`src/timed_sample_history_fifo_assert.svh`:
```
// assertion macros used by the history fifo rtl
`ifndef TIMED_SAMPLE_HISTORY_FIFO_ASSERT_SVH
`define TIMED_SAMPLE_HISTORY_FIFO_ASSERT_SVH

// same-cycle implication, checked outside reset
`define TSHF_ASSERT_IMP(lbl, ant, cons, msg) \
  lbl: assert property (@(posedge clk) disable iff (rst) (ant) |-> (cons)) else $error(msg);

// next-cycle implication, checked outside reset
`define TSHF_ASSERT_NXT(lbl, ant, cons, msg) \
  lbl: assert property (@(posedge clk) disable iff (rst) (ant) |=> (cons)) else $error(msg);

`endif

```
`src/tshf_pkg.sv`:
```
`default_nettype none

package tshf_pkg;

  // field widths fixed by the stream format
  localparam int TIME_W     = 48;
  localparam int POS_W      = 16;
  localparam int DT_W       = 24;
  localparam int MINI_W     = 24;
  localparam int MAXR_W     = 32;
  localparam int MAXF_W     = 7;
  localparam int IDX_W      = 6;
  localparam int CNT_OUT_W  = 7;
  localparam int CFG_IDX_W  = 2;
  localparam int CFG_DATA_W = 32;
  localparam int S_TDATA_W  = 64;
  localparam int M_TDATA_W  = 104;

  // cells folded into one register of the read gather tree
  localparam int GRP = 8;

  // register reset values
  localparam logic [MINI_W-1:0] MIN_INTERVAL_RST = '0;
  localparam logic [MAXR_W-1:0] MAX_RECORD_RST   = 32'd1000000;
  localparam logic [MAXF_W-1:0] MAX_FRAMES_RST   = 7'd64;

  typedef enum logic [2:0] {
    ST_IDLE,
    ST_CLOCK,
    ST_AGE,
    ST_LIMIT,
    ST_PUSH,
    ST_READ,
    ST_GATHER,
    ST_DONE
  } state_t;

  typedef enum logic {
    FUNC_UPDATE = 1'b0,
    FUNC_READ   = 1'b1
  } func_t;

  typedef enum logic [CFG_IDX_W-1:0] {
    REG_MIN_INTERVAL = 2'd0,
    REG_MAX_RECORD   = 2'd1,
    REG_MAX_FRAMES   = 2'd2
  } cfg_reg_t;

  // one stored sample, x in the low bits
  typedef struct packed {
    logic [TIME_W-1:0]       stamp;
    logic                    blink;
    logic                    tele;
    logic signed [POS_W-1:0] y;
    logic signed [POS_W-1:0] x;
  } sample_t;

  // input tdata layout, x in the low bits
  typedef struct packed {
    logic                    pad;
    logic [IDX_W-1:0]        index;
    logic                    teleport;
    logic [DT_W-1:0]         delta_time;
    logic signed [POS_W-1:0] pos_y;
    logic signed [POS_W-1:0] pos_x;
  } in_payload_t;

  // per-cycle command broadcast to the cell row
  typedef struct packed {
    logic shift;
    logic load;
  } cell_ctrl_t;

endpackage

`default_nettype wire

```
`src/tshf_cell.sv`:
```
`default_nettype none

module tshf_cell
  import tshf_pkg::*;
#(
  parameter int AW = 6,
  parameter logic [AW-1:0] POS = '0
) (
  input  logic          clk,
  input  cell_ctrl_t    ctrl,
  input  logic [AW-1:0] wr_pos,
  input  logic [AW-1:0] rd_pos,
  input  sample_t       wdata,
  input  sample_t       nxt,
  output sample_t       data,
  output sample_t       rd_data
);

  // shift toward the head, or take the new sample at the tail slot
  always_ff @(posedge clk) begin
    if (ctrl.shift) begin
      data <= nxt;
    end else if (ctrl.load && (wr_pos == POS)) begin
      data <= wdata;
    end
  end

  // drive the read bus only when selected
  assign rd_data = (rd_pos == POS) ? data : '0;

endmodule

`default_nettype wire

```
`config.mk`:
```
export PLATFORM = sky130hd
export DESIGN_NAME = tshf_cell
export DESIGN_NICKNAME = d
export VERILOG_FILES = /design/src/timed_sample_history_fifo_assert.svh /design/src/tshf_pkg.sv /design/src/tshf_cell.sv
export SDC_FILE = /design/constraint.sdc
export NUM_CORES = 1
export LEC_CHECK = 0
export ABC_AREA = 1
export ABC_CLOCK_PERIOD_IN_PS = 3700
export BUFFER_PORTS_ARGS = -buffer_cell sky130_fd_sc_hd__buf_2
export CAP_MARGIN = 20
export CORE_AREA = 2 2 134 136
export DETAILED_ROUTE_END_ITERATION = 16
export DIE_AREA = 0 0 136 138
export PLACE_DENSITY = 0.63
export SETUP_SLACK_MARGIN = 0.3
export SYNTH_ARGS = -nofsm -noshare
export SYNTH_HDL_FRONTEND = slang
export SYNTH_SLANG_ARGS = --single-unit
```
`constraint.sdc`:
```
create_clock -name clk -period 3.7 [get_ports clk]
set_clock_uncertainty 0.05 [all_clocks]
set_input_delay 0.925 -clock clk [delete_from_list [all_inputs] [get_ports clk]]
set_output_delay 0.925 -clock clk [all_outputs]
set_load 0.03 [all_outputs]
```
==> results by group <==
Run status
  – Outcome: finished clean

Setup path
  – Maximum net fanout on the critical path: 31
  – Kind of end point of the critical path: output pin
  – Kind of start point of the critical path: input port
  – Class of the most critical setup path: in -> out
  – Arrival time reported for the critical path endpoint: 1.93 ns
  – Req. time, crit path: 2.72 ns
  – Worst setup path startpoint: rd_pos[5]

Placement
  – Number of buffers inserted by port buffering: 342
  – DP HPWL: 10340 um
  – Final GP Congestion: 0.8377

Global route
  – Via count of the first global-routing pass: 4112
  – Number of antenna violations at the first check in global routing: 0
  – Tot GR Track Use: 0.1414
  – Global-route wire length before repair: 20550 um
  – Largest net degree at the start of global routing: 83
  – Congestion Overflow GR: 0

Route
  – First-pass detailed-route iteration total: 4
  – Routed length per placed instance: 12.35 um
  – Final antenna-violating net count: 0
  – Violation count after the first detailed-route iteration: 180
  – Detailed-route DRC error count: 0
  – Vias/cell: 3.926
  – Final WL: 13600 um
  – Number of vias after detailed routing: 4322

Logic synthesis
  – Share of async-settable or async-resettable flops after synthesis: 0
  – Post-synthesis instance area: 4249 um2
  – Share of Yosys cell area claimed by the top area cell type: 0.5795
  – Count of synthesis-stage warnings from yosys: 0
  – Number of flops mapped to enable cells by yosys: 82
  – Count of state elements after synthesis: 82
  – Most frequent cells after synthesis: nand2_1 (251), inv_1 (88), nor2_1 (86)
  – Nets in the synthesized netlist: 714
  – Post-Syn Instances: 535
  – Most common cell in the netlist: nand2_1
  – Top cells by area, synth: edfxtp_1 (58%), nand2_1 (22%), inv_1 (7.8%)
  – Seq/Total Area, Yosys: 0.5795
  – Mapped Avg Cell Area: 7.942 um2
  – Cell taking the most area after synthesis: edfxtp_1
  – Synth unique cells: 10
  – Most frequently used flop master after synthesis: edfxtp_1

Timing
  – Total negative setup slack: 0 ns
  – Final count of pins violating max slew: 0
  – Unrepaired setup endpoints after global routing: no
  – Worst hold slack: 0.7951 ns
  – Final setup violating endpoints: 0
  – Crit path time final: 2.900 ns
  – Maximum frequency from static timing analysis: 344.8 MHz
  – Hold Violations, Final: 0
  – Tcrit/Tclk final: 0.7838
  – Worst Max-Slew Pin Slew: 0.8540 ns
  – Worst slew margin relative to its limit: 0.4307

Die
  – Die Outline Area: 18770 um2
  – Placement row count: 49
  – Vertical die dimension: 138 um
  – Horizontal extent of the die: 136 um
  – Placeable Area: 17530 um2
  – Boundary pin count: 343
  – Starting density of the core: 0.2423

Finish
  – Fill cell count: 1861
  – Fraction of layout cells with a size suffix above 1: 0.4174
  – Final-stage net count: 1046
  – Register bank with the most flops: data
  – Largest register FFs: 82
  – Area of the multi-input gates: 1296 um2
  – Area used by sequential logic in the layout: 2462 um2
  – Diode count: 0
  – Largest registers ranked by flip-flop count: data x82
  – Synth-to-layout area growth: 51.53%

Clocking
  – Clk sink count: 82
  – Clock Root Buffer: clkbuf_16
  – Num CTS Buffers: 9
  – Number of gates resized after CTS: 0
  – Post-CTS Repair Setup Buffers: 0
  – Clock-pin slew reported for the worst setup and hold paths after clock tree synthesis: 0.06 ns
  – H-Tree Level Count: 3
  – Clock tree from TritonCTS: built
  – Number of buffers inserted by hold repair at cts: 0
  – Maximum root-to-sink buffer count: 2

Hold path
  – Hold Crit Start: wdata[5]
  – Depth of the worst hold-timing path: 3
  – Min-Delay Endpoint: data[5]
  – Class of the most critical hold timing path: in -> reg

Job
  – Count of max-cap constraint violations: 0

Power and ir drop
  – Pwr Total: 2.600 mW
  – PD cells: 403.9 nW/um2
  – Static power due to leakage: 3.839 nW
  – Max IR drop VDD: 0.1931 mV
==> power breakdown <==
part	internal, mW	leakage (nW)	total [mW]	switching, mW
Clock	0.524	0.129	0.887	0.363
Sequential	1.13	0.800	1.18	0.0505
Combinational	0.174	2.91	0.532	0.358
==> cells in the final DEF (no fill, tap or decap) <==
cell type / count
inv_2: 1
buf_2: 342
nand3_4: 1
buf_12: 2
nor2_1: 86
edfxtp_1: 82
clkbuf_1: 3
buf_4: 3
clkbuf_16: 9
nor2_2: 1
bufinv_16: 1
clkinvlp_4: 3
inv_1: 87
nand2_4: 1
nand2_1: 250
==> final cells by class <==
class                   instances  share of cell area
flip-flops and latches         82              0.3824
repair buffers                347              0.2756
multi-input cells             339              0.2013
inverters                      88             0.05130
well taps                     229             0.04450
clock buffers                  12             0.03673
clock inverters                 4            0.008162
==> worst max path at each step <==
| stage | end | slack (ns) | depth (start not counted) |
|---|---|---|---|
| floorplan | rd_data[41] | 0.87 | 4 |
| global placement | rd_data[76] | 0.86 | 6 |
| detailed placement | rd_data[67] | 0.80 | 6 |
| CTS | rd_data[67] | 0.80 | 6 |
| global route | rd_data[56] | 0.72 | 6 |
| finish | rd_data[67] | 0.80 | 6 |
==> stage by stage <==
step / utilization / cell area [um2] / std cells / worst slack (ns)
floorplan: - / 4252 / 535 / 0.8697
global placement: 0.3507 / 6150 / 1085 / 0.8551
detailed placement: 0.3507 / 6150 / 1085 / 0.7980
CTS: 0.3672 / 6439 / 1101 / 0.7957
global route: 0.3672 / 6439 / 1101 / 0.7195
finish: 0.3672 / 6439 / 1101 / 0.7999
==> critical path: stages <==
cell and delay, ns:
buf_2 0.10, nor2_1 0.18, nand3_4 0.11, buf_4 0.25, nor2_1 0.13, buf_2 0.20
==> metal layers <==
layer  routed length [um]  GRT usage  up-vias
li1                     -          -     2246
met1                 5258     0.1537     1874
met2                 7111     0.2584      179
met3                  879    0.02824       23
met4                  352    0.06853        0
met5                    0          0        -
==> logic make-up after synthesis <==
| family | Yosys count | share of synthesized area |
|---|---|---|
| and+or+nand+nor | 339 | 0.3033 |
| DFF | 82 | 0.5795 |
| buffers and inverters | 114 | 0.1172 |
Note: power is estimated with default switching activity, not from simulation.
